$ cat src/sv/ple_pkg.sv
// ----------------------------------------------------------------------------
// ple_pkg
// Shared constants, command and status codes, and sequencer states for the
// positional list engine.
// ----------------------------------------------------------------------------
package ple_pkg;

  localparam int CAPACITY_DEF   = 64;
  localparam int DATA_WIDTH_DEF = 32;

  localparam int CMD_W    = 3;
  localparam int POS_W    = 7;
  localparam int VALUE_W  = 32;
  localparam int STATUS_W = 2;

  localparam logic [CMD_W-1:0] CMD_INSERT = 3'd0;
  localparam logic [CMD_W-1:0] CMD_DELETE = 3'd1;
  localparam logic [CMD_W-1:0] CMD_READ   = 3'd2;
  localparam logic [CMD_W-1:0] CMD_LOCATE = 3'd3;
  localparam logic [CMD_W-1:0] CMD_CLEAR  = 3'd4;

  localparam logic [STATUS_W-1:0] STATUS_DONE = 2'd0;
  localparam logic [STATUS_W-1:0] STATUS_MISS = 2'd1;
  localparam logic [STATUS_W-1:0] STATUS_FULL = 2'd2;

  typedef enum logic [3:0] {
    ST_IDLE,
    ST_INS_START,
    ST_WALK,
    ST_INS_FIX,
    ST_INS_LINK,
    ST_DEL_P1,
    ST_DEL_Q,
    ST_DEL_FIX,
    ST_DEL_FREE,
    ST_READ,
    ST_SCAN,
    ST_FIN
  } state_t;

endpackage

$ cat src/sv/positional_list_engine.sv
// ----------------------------------------------------------------------------
// positional_list_engine
// Ordered list of signed values kept as a linked list in an element RAM and a
// link RAM, with insert, delete, read at position, locate and clear.
// ----------------------------------------------------------------------------
// One word in flight at a time; one link RAM read per list hop.
// Insert at p = 1 links in a new head; other inserts, delete and read at p walk
// from the head, locate scans to a match or the end, and clear and errors finish.
// The result register lets the next word in while a result waits.
// Synchronous reset empties the list at once; no RAM clearing pass, new slots
// come from a high-water mark and freed slots from a free chain.
module positional_list_engine #(
  parameter int CAPACITY   = ple_pkg::CAPACITY_DEF,
  parameter int DATA_WIDTH = ple_pkg::DATA_WIDTH_DEF
) (
  input  logic                                clk,
  input  logic                                rst_n,
  input  logic                                in_valid,
  output logic                                in_stall,
  input  logic [ple_pkg::CMD_W-1:0]           in_cmd,
  input  logic [ple_pkg::POS_W-1:0]           in_position,
  input  logic signed [ple_pkg::VALUE_W-1:0]  in_value,
  output logic                                out_valid,
  input  logic                                out_stall,
  output logic [ple_pkg::STATUS_W-1:0]        out_status,
  output logic signed [ple_pkg::VALUE_W-1:0]  out_result_value,
  output logic [ple_pkg::POS_W-1:0]           out_found_position,
  output logic [ple_pkg::POS_W-1:0]           out_list_length,
  output logic                                out_is_empty
);

  localparam int IW  = $clog2(CAPACITY);
  localparam int CW  = $clog2(CAPACITY + 1);
  localparam int PCW = ((CW > ple_pkg::POS_W) ? CW : ple_pkg::POS_W) + 1;
  localparam int DW  = DATA_WIDTH;
  localparam int PW  = ple_pkg::POS_W;
  localparam int VW  = ple_pkg::VALUE_W;

  ple_pkg::state_t state_r, state_nxt;

  logic [ple_pkg::CMD_W-1:0]    cmd_r, cmd_nxt;
  logic [PW-1:0]                pos_r, pos_nxt;
  logic [DW-1:0]                val_r, val_nxt;
  logic [IW-1:0]                head_r, head_nxt;
  logic [IW-1:0]                fhead_r, fhead_nxt;
  logic [CW-1:0]                wm_r, wm_nxt;
  logic [CW-1:0]                count_r, count_nxt;
  logic [IW-1:0]                node_r, node_nxt;
  logic                         src_mem_r, src_mem_nxt;
  logic [PW-1:0]                steps_r, steps_nxt;
  logic [CW-1:0]                scan_r, scan_nxt;
  logic [IW-1:0]                slot_r, slot_nxt;
  logic                         pop_r, pop_nxt;
  logic [ple_pkg::STATUS_W-1:0] status_r, status_nxt;
  logic [DW-1:0]                rval_r, rval_nxt;
  logic [CW-1:0]                found_r, found_nxt;

  logic                         out_valid_r, out_valid_nxt;
  logic [ple_pkg::STATUS_W-1:0] out_status_r;
  logic [VW-1:0]                out_rval_r;
  logic [PW-1:0]                out_found_r;
  logic [PW-1:0]                out_len_r;
  logic                         out_empty_r;

  logic          link_we, link_re;
  logic [IW-1:0] link_waddr, link_raddr, link_wdata, link_rdata;
  logic          elem_we, elem_re;
  logic [IW-1:0] elem_waddr, elem_raddr;
  logic [DW-1:0] elem_wdata, elem_rdata;

  logic [DW+VW-1:0] vext;
  logic [DW-1:0]    in_val_dw;
  logic [PCW-1:0]   pos_x, cnt_x;
  logic             ins_bad, pos_bad, full, pos_one, walk_done, scan_hit, scan_end;
  logic             out_free, fin_load;
  logic [IW-1:0]    cur;
  logic [CW-1:0]    one_c;
  logic [VW+DW-1:0] rext;
  logic [CW+PW-1:0] cext, fext;

  assign vext      = {{DW{1'b0}}, in_value};
  assign in_val_dw = vext[DW-1:0];
  assign pos_x     = {{(PCW-PW){1'b0}}, in_position};
  assign cnt_x     = {{(PCW-CW){1'b0}}, count_r};
  assign one_c     = {{(CW-1){1'b0}}, 1'b1};
  assign ins_bad   = (in_position == '0) || (pos_x > cnt_x + {{(PCW-1){1'b0}}, 1'b1});
  assign pos_bad   = (in_position == '0) || (pos_x > cnt_x);
  assign full      = cnt_x >= PCW'(CAPACITY);
  assign pos_one   = pos_r == {{(PW-1){1'b0}}, 1'b1};
  assign cur       = src_mem_r ? link_rdata : node_r;
  assign walk_done = steps_r == '0;
  assign scan_hit  = src_mem_r && (elem_rdata == val_r);
  assign scan_end  = scan_r == count_r;
  assign out_free  = !out_valid_r || !out_stall;
  assign fin_load  = (state_r == ple_pkg::ST_FIN) && out_free;

  ple_ram #(.WIDTH(IW), .DEPTH(CAPACITY)) u_link_ram (
    .clk   (clk),
    .we    (link_we),
    .waddr (link_waddr),
    .wdata (link_wdata),
    .re    (link_re),
    .raddr (link_raddr),
    .rdata (link_rdata)
  );

  ple_ram #(.WIDTH(DW), .DEPTH(CAPACITY)) u_elem_ram (
    .clk   (clk),
    .we    (elem_we),
    .waddr (elem_waddr),
    .wdata (elem_wdata),
    .re    (elem_re),
    .raddr (elem_raddr),
    .rdata (elem_rdata)
  );

  // next state
  always_comb begin
    state_nxt = state_r;
    case (state_r)
      ple_pkg::ST_IDLE: begin
        if (in_valid) begin
          case (in_cmd)
            ple_pkg::CMD_INSERT: begin
              state_nxt = (ins_bad || full) ? ple_pkg::ST_FIN : ple_pkg::ST_INS_START;
            end
            ple_pkg::CMD_DELETE, ple_pkg::CMD_READ: begin
              state_nxt = pos_bad ? ple_pkg::ST_FIN : ple_pkg::ST_WALK;
            end
            ple_pkg::CMD_LOCATE: state_nxt = ple_pkg::ST_SCAN;
            default:             state_nxt = ple_pkg::ST_FIN;
          endcase
        end
      end
      ple_pkg::ST_INS_START: state_nxt = pos_one ? ple_pkg::ST_FIN : ple_pkg::ST_WALK;
      ple_pkg::ST_WALK: begin
        if (walk_done) begin
          case (cmd_r)
            ple_pkg::CMD_INSERT: state_nxt = ple_pkg::ST_INS_FIX;
            ple_pkg::CMD_DELETE: state_nxt = pos_one ? ple_pkg::ST_DEL_P1 : ple_pkg::ST_DEL_Q;
            default:             state_nxt = ple_pkg::ST_READ;
          endcase
        end
      end
      ple_pkg::ST_INS_FIX:  state_nxt = ple_pkg::ST_INS_LINK;
      ple_pkg::ST_INS_LINK: state_nxt = ple_pkg::ST_FIN;
      ple_pkg::ST_DEL_P1:   state_nxt = ple_pkg::ST_DEL_FREE;
      ple_pkg::ST_DEL_Q:    state_nxt = ple_pkg::ST_DEL_FIX;
      ple_pkg::ST_DEL_FIX:  state_nxt = ple_pkg::ST_DEL_FREE;
      ple_pkg::ST_DEL_FREE: state_nxt = ple_pkg::ST_FIN;
      ple_pkg::ST_READ:     state_nxt = ple_pkg::ST_FIN;
      ple_pkg::ST_SCAN: begin
        if (scan_hit || scan_end) begin
          state_nxt = ple_pkg::ST_FIN;
        end
      end
      ple_pkg::ST_FIN: begin
        if (out_free) begin
          state_nxt = ple_pkg::ST_IDLE;
        end
      end
      default: state_nxt = ple_pkg::ST_IDLE;
    endcase
  end

  // datapath and ram control
  always_comb begin
    cmd_nxt     = cmd_r;
    pos_nxt     = pos_r;
    val_nxt     = val_r;
    head_nxt    = head_r;
    fhead_nxt   = fhead_r;
    wm_nxt      = wm_r;
    count_nxt   = count_r;
    node_nxt    = node_r;
    src_mem_nxt = src_mem_r;
    steps_nxt   = steps_r;
    scan_nxt    = scan_r;
    slot_nxt    = slot_r;
    pop_nxt     = pop_r;
    status_nxt  = status_r;
    rval_nxt    = rval_r;
    found_nxt   = found_r;
    link_we     = 1'b0;
    link_waddr  = slot_r;
    link_wdata  = head_r;
    link_re     = 1'b0;
    link_raddr  = cur;
    elem_we     = 1'b0;
    elem_waddr  = slot_r;
    elem_wdata  = in_val_dw;
    elem_re     = 1'b0;
    elem_raddr  = cur;
    case (state_r)
      ple_pkg::ST_IDLE: begin
        if (in_valid) begin
          cmd_nxt     = in_cmd;
          pos_nxt     = in_position;
          val_nxt     = in_val_dw;
          status_nxt  = ple_pkg::STATUS_DONE;
          rval_nxt    = '0;
          found_nxt   = '0;
          node_nxt    = head_r;
          src_mem_nxt = 1'b0;
          scan_nxt    = '0;
          steps_nxt   = '0;
          case (in_cmd)
            ple_pkg::CMD_INSERT: begin
              if (ins_bad) begin
                status_nxt = ple_pkg::STATUS_MISS;
              end else if (full) begin
                status_nxt = ple_pkg::STATUS_FULL;
              end else begin
                pop_nxt = wm_r != count_r;
                if (wm_r != count_r) begin
                  slot_nxt   = fhead_r;
                  link_re    = 1'b1;
                  link_raddr = fhead_r;
                end else begin
                  slot_nxt = wm_r[IW-1:0];
                  wm_nxt   = wm_r + one_c;
                end
                elem_we    = 1'b1;
                elem_waddr = slot_nxt;
                elem_wdata = in_val_dw;
              end
            end
            ple_pkg::CMD_DELETE: begin
              if (pos_bad) begin
                status_nxt = ple_pkg::STATUS_MISS;
              end else if (in_position != {{(PW-1){1'b0}}, 1'b1}) begin
                steps_nxt = in_position - PW'(2);
              end
            end
            ple_pkg::CMD_READ: begin
              if (pos_bad) begin
                status_nxt = ple_pkg::STATUS_MISS;
              end else begin
                steps_nxt = in_position - PW'(1);
              end
            end
            ple_pkg::CMD_LOCATE: begin
              status_nxt = ple_pkg::STATUS_DONE;
            end
            ple_pkg::CMD_CLEAR: begin
              head_nxt  = '0;
              fhead_nxt = '0;
              wm_nxt    = '0;
              count_nxt = '0;
            end
            default: status_nxt = ple_pkg::STATUS_MISS;
          endcase
        end
      end
      ple_pkg::ST_INS_START: begin
        if (pop_r) begin
          fhead_nxt = link_rdata;
        end
        if (pos_one) begin
          link_we    = 1'b1;
          link_waddr = slot_r;
          link_wdata = head_r;
          head_nxt   = slot_r;
          count_nxt  = count_r + one_c;
        end else begin
          steps_nxt   = pos_r - PW'(2);
          node_nxt    = head_r;
          src_mem_nxt = 1'b0;
        end
      end
      ple_pkg::ST_WALK: begin
        link_re    = 1'b1;
        link_raddr = cur;
        if (walk_done) begin
          elem_re     = 1'b1;
          elem_raddr  = cur;
          node_nxt    = cur;
          src_mem_nxt = 1'b0;
        end else begin
          steps_nxt   = steps_r - PW'(1);
          src_mem_nxt = 1'b1;
        end
      end
      ple_pkg::ST_INS_FIX: begin
        link_we    = 1'b1;
        link_waddr = slot_r;
        link_wdata = link_rdata;
      end
      ple_pkg::ST_INS_LINK: begin
        link_we    = 1'b1;
        link_waddr = node_r;
        link_wdata = slot_r;
        count_nxt  = count_r + one_c;
      end
      ple_pkg::ST_DEL_P1: begin
        head_nxt = link_rdata;
        rval_nxt = elem_rdata;
        slot_nxt = node_r;
      end
      ple_pkg::ST_DEL_Q: begin
        slot_nxt   = link_rdata;
        link_re    = 1'b1;
        link_raddr = link_rdata;
        elem_re    = 1'b1;
        elem_raddr = link_rdata;
      end
      ple_pkg::ST_DEL_FIX: begin
        link_we    = 1'b1;
        link_waddr = node_r;
        link_wdata = link_rdata;
        rval_nxt   = elem_rdata;
      end
      ple_pkg::ST_DEL_FREE: begin
        link_we    = 1'b1;
        link_waddr = slot_r;
        link_wdata = fhead_r;
        fhead_nxt  = slot_r;
        count_nxt  = count_r - one_c;
      end
      ple_pkg::ST_READ: begin
        rval_nxt = elem_rdata;
      end
      ple_pkg::ST_SCAN: begin
        if (scan_hit) begin
          found_nxt = scan_r;
        end else if (scan_end) begin
          status_nxt = ple_pkg::STATUS_MISS;
        end else begin
          link_re     = 1'b1;
          link_raddr  = cur;
          elem_re     = 1'b1;
          elem_raddr  = cur;
          scan_nxt    = scan_r + one_c;
          src_mem_nxt = 1'b1;
        end
      end
      default: begin
        cmd_nxt = cmd_r;
      end
    endcase
  end

  // result register
  assign rext = {{VW{1'b0}}, rval_r};
  assign cext = {{PW{1'b0}}, count_r};
  assign fext = {{PW{1'b0}}, found_r};

  always_comb begin
    out_valid_nxt = out_valid_r && out_stall;
    if (fin_load) begin
      out_valid_nxt = 1'b1;
    end
  end

  always_ff @(posedge clk) begin
    if (!rst_n) begin
      state_r     <= ple_pkg::ST_IDLE;
      head_r      <= '0;
      fhead_r     <= '0;
      wm_r        <= '0;
      count_r     <= '0;
      out_valid_r <= 1'b0;
    end else begin
      state_r     <= state_nxt;
      head_r      <= head_nxt;
      fhead_r     <= fhead_nxt;
      wm_r        <= wm_nxt;
      count_r     <= count_nxt;
      out_valid_r <= out_valid_nxt;
    end
  end

  always_ff @(posedge clk) begin
    cmd_r     <= cmd_nxt;
    pos_r     <= pos_nxt;
    val_r     <= val_nxt;
    node_r    <= node_nxt;
    src_mem_r <= src_mem_nxt;
    steps_r   <= steps_nxt;
    scan_r    <= scan_nxt;
    slot_r    <= slot_nxt;
    pop_r     <= pop_nxt;
    status_r  <= status_nxt;
    rval_r    <= rval_nxt;
    found_r   <= found_nxt;
    if (fin_load) begin
      out_status_r <= status_r;
      out_rval_r   <= rext[VW-1:0];
      out_found_r  <= fext[PW-1:0];
      out_len_r    <= cext[PW-1:0];
      out_empty_r  <= count_r == '0;
    end
  end

  assign in_stall           = state_r != ple_pkg::ST_IDLE;
  assign out_valid          = out_valid_r;
  assign out_status         = out_status_r;
  assign out_result_value   = out_rval_r;
  assign out_found_position = out_found_r;
  assign out_list_length    = out_len_r;
  assign out_is_empty       = out_empty_r;

endmodule

$ cat src/sv/ple_ram.sv
// ----------------------------------------------------------------------------
// ple_ram
// Generic single-write, single-read synchronous RAM with registered read data.
// ----------------------------------------------------------------------------
module ple_ram #(
  parameter int WIDTH = ple_pkg::DATA_WIDTH_DEF,
  parameter int DEPTH = ple_pkg::CAPACITY_DEF
) (
  input  logic                     clk,
  input  logic                     we,
  input  logic [$clog2(DEPTH)-1:0] waddr,
  input  logic [WIDTH-1:0]         wdata,
  input  logic                     re,
  input  logic [$clog2(DEPTH)-1:0] raddr,
  output logic [WIDTH-1:0]         rdata
);

  logic [WIDTH-1:0] mem [DEPTH];

  always_ff @(posedge clk) begin
    if (we) begin
      mem[waddr] <= wdata;
    end
    if (re) begin
      rdata <= mem[raddr];
    end
  end

endmodule

$ cat config.mk
export PLATFORM = sky130hd
export DESIGN_NAME = positional_list_engine
export DESIGN_NICKNAME = d
export VERILOG_FILES = /design/src/sv/ple_pkg.sv /design/src/sv/positional_list_engine.sv /design/src/sv/ple_ram.sv
export SDC_FILE = /design/constraint.sdc
export NUM_CORES = 2
export LEC_CHECK = 0
export ABC_AREA = 1
export ABC_CLOCK_PERIOD_IN_PS = 16300
export BUFFER_PORTS_ARGS = -buffer_cell sky130_fd_sc_hd__buf_4
export CAP_MARGIN = 20
export CORE_UTILIZATION = 59
export CTS_BUF_LIST = sky130_fd_sc_hd__clkbuf_8 sky130_fd_sc_hd__clkbuf_16
export DETAILED_ROUTE_END_ITERATION = 10
export PLACE_DENSITY_LB_ADDON = 0.12
export SLEW_MARGIN = 10
export SYNTH_ARGS = -nofsm -noshare
export SYNTH_HDL_FRONTEND = slang
export SYNTH_HIERARCHICAL = 1
export SYNTH_SLANG_ARGS = --single-unit
$ cat constraint.sdc
create_clock -name clk -period 16.3 [get_ports clk]
set_input_delay 0.815 -clock clk [delete_from_list [all_inputs] [get_ports clk]]
set_output_delay 0.815 -clock clk [all_outputs]
set_load 0.02 [all_outputs]
==> summary.txt <==
Synth
  • Syn Nets: 9320
  • Top cells by area, synth: edfxtp_1 (72%), nand3_1 (11%), nand2_1 (10%)
  • Syn avg cell area: around 12 sq um
  • Synth Register Bits: roughly 2700
  • Count of cell types in the netlist: 48
  • Mapped Area: 109000 sq um
  • Share of the synthesized area in the top cell type: 0.725
  • Mapped Cells: between 9000 and 10000
  • Sequential share of the synthesized area: 0.730
  • Cell accounting for the most synthesized area: edfxtp_1
  • Yosys warning count: 6

Worst setup path
  • Arr. time, crit path: 7.48 ns
  • Setup CP Type: flip-flop to flip-flop
  • Crit end category: flip-flop
  • Crit Path Max Fanout: 97
  • Startpoint Class: flip-flop
  • Worst EP required: 17.11 ns
  • Slowest-stage cell, CP: inv_4
  • Critical Path Most Common Cell: nand2_1
  • Delay of the slowest critical-path stage: 1.09 ns

Final layout
  • Nets: 9301
  • Most frequent cells in the layout: nand2_1 (2961), edfxtp_1 (2630), nand3_1 (2286), clkbuf_16 (297), inv_1 (240)
  • Design area: 121000 sq um
  • Multi-input gate area: approximately 26000 sq um
  • FILL cells: 13517
  • Area growth, synth to finish: 10.6%
  • Share of layout cells above drive strength 1: 0.0788
  • Commonest non-fill, non-tap cell in the layout: nand2_1
  • Reg area: a little under 80000 sq um

Timing
  • Min Tclk post-route: 6.67 ns
  • RSZ-0062 raised after global routing: false
  • Fmax: 150 MHz
  • Final Skew: 0.0495 ns
  • Max_slew headroom: 0.242
  • Slew Limit Fails: 0
  • Tightest Pin Transition: around 1.1 ns
  • Hold Vio Cnt, Final: 0
  • Worst hold slack: around 0.12 ns
  • Crit share post-route: 0.409
  • Final setup fails: 0
  • Post-route setup TNS: 0 ns

Floorplanning
  • Die area: 186000 sq um
  • Site Rows: 157
  • Die Span Y: 432 um
  • Core box area: 183000 sq um
  • Initial Util: 0.595
  • Num ports: 97
  • Die extent in x: 432 um

Placed design
  • Placed Area: 112000 sq um
  • Post-DP HPWL: approximately 160000 um
  • Port Buffers: between 90 and 100
  • Gpl congestion: 0.911

Job
  • Max Cap Viol: 0

Global routing
  • Gr ovfl total: 0
  • Routing usage on met3: 0.0633
  • First-pass GRT wire length: 453000 um
  • Largest net degree at the start of global routing: about 190
  • Initial antenna violation count: 12
  • Number of global-route vias before repair: 69293
  • Met2 Track Usage GR: 0.509
  • Gr busiest metal: met2
  • GRT Overall Usage: 0.331
  • Global-route track usage on met1: 0.471

Clocking
  • H-Tree Depth: 5
  • Cts bufs inserted: 284
  • Number of cells upsized or downsized after cts: 0
  • CTS tree: done
  • CTS root buf: clkbuf_16
  • Insertion delay to the later sink of the worst-skew pair: around 0.96 ns
  • Clock sinks: 2661
  • Max clock buf depth: 4
  • # hold bufs at CTS: 0
  • Post-CTS Setup Bufs: 0
  • Worst-path clk slew: 0.06 ns

Min path
  • Hold Crit Class: input pin to flip-flop

Route
  • Antenna violation net count after detailed routing: 0
  • Routed wire per std cell: 26.1 um
  • Routed wire length: 310000 um
  • Initial DRC count: 10123
  • First-pass detailed-route iteration total: 5
  • Via/cell ratio: a little over 6
  • Via count: 73652
  • Drt drc: 0

Run status
  • Status: complete, no violations

Power and ir drop
  • Tot Pwr: 0.0249 W
  • Pleak: 43.1 nW
  • Cell Pwr Density: roughly 210 nW/um^2
  • VDD IR max: around 0.00031 V
## state kept, by name (all words and copies together) (netlist names), 7 cells and up
register / flops
val_r: 32
count_r: 7
rval_r: 32
out_found_position: 7
scan_r: 7
u_elem_ram/rdata: 32
wm_r: 7
pos_r: 7
found_r: 7
u_link_ram/mem: 384
out_result_value: 32
u_elem_ram/mem: 2048
out_list_length: 7
steps_r: 7
## metal layers
metal  wire length, um  up-vias
li1                  -    32601
met5                63        -
met4             12100       12
met3             35200      640
met1            121000    35926
met2            142000     4473
## final timing paths
kind                                                from  slack, ns  depth (start not counted)                               to
worst max-delay path             count_r[0]$_SDFFE_PN0P_       9.63                         28    u_link_ram/rdata[0]$_DFFE_PP_
worst min-delay path                           in_cmd[1]       0.12                          1               cmd_r[1]$_DFFE_PP_
worst max register to register   count_r[0]$_SDFFE_PN0P_       9.63                         28    u_link_ram/rdata[0]$_DFFE_PP_
worst min register to register  found_r[6]$_SDFFCE_PN0P_       0.42                          0  out_found_position[6]$_DFFE_PP_
## cell usage after synthesis, drive strengths merged
library cell,n
a211oi,1
a21boi,1
a21o,1
a21oi,53
a221oi,3
a22oi,1
a31o,1
a31oi,5
buf,442
clkbuf,111
clkinv,2
dfxtp,31
edfxtp,2630
fa,1
ha,30
inv,197
nand2,2970
nand3,2288
nand4,22
nor2,250
nor3,28
nor3b,4
nor4,12
o2111ai,3
o211ai,6
o21a,6
o21ai,72
o21bai,3
o221ai,3
o22ai,18
or2,4
xnor2,26
xor2,18
## metrics by stage
step	worst slack (ns)	utilization	std cells
2_1_floorplan	10.63	-	9243
6_report	9.63	0.658	11889
3_3_place_gp	9.86	0.610	11389
5_1_grt	9.03	0.658	11880
3_5_place_dp	9.72	0.610	11397
4_1_cts	9.71	0.657	11875
## area by class of cell
cell class / instances / area share
flip-flops and latches: 2661 / 0.660
clock inverters: 180 / 0.00952
well taps: 2464 / 0.0256
inverters: 199 / 0.00652
clock buffers: 298 / 0.0618
repair buffers: 248 / 0.0165
multi-input cells: 5830 / 0.220
diodes: 9 / 0.000187
## worst max-delay path, delay by kind of cell, from the launching register on
family,cells,cell delay (ns)
xor+xnor,1,0.17
fa+ha+maj,2,0.56
compound gates,1,0.15
simple gates,22,3.03
flops,1,0.49
buf+inv,2,1.98
## kinds of logic (layout without fill, tap and decap cells)
group,Yosys count,after routing,synth area share
DFF,2661,2661,0.730
AOI/OAI and AO/OA,177,177,0.00941
and+or+nand+nor,5578,5578,0.221
buffers and inverters,752,925,0.0327
other,0,9,0
xor gates and xnor gates,44,44,0.00354
adders and majority gates,31,31,0.00363
## report_power, final
part | switching (W) | leakage, nW | total, W | internal, W
clock | 0.00257 | 4.44 | 0.00606 | 0.00349
sequential | 0.000174 | 24.1 | 0.00822 | 0.00804
combinational | 0.00802 | 14.6 | 0.0107 | 0.00263
Note: power is estimated with default switching activity, not from simulation.
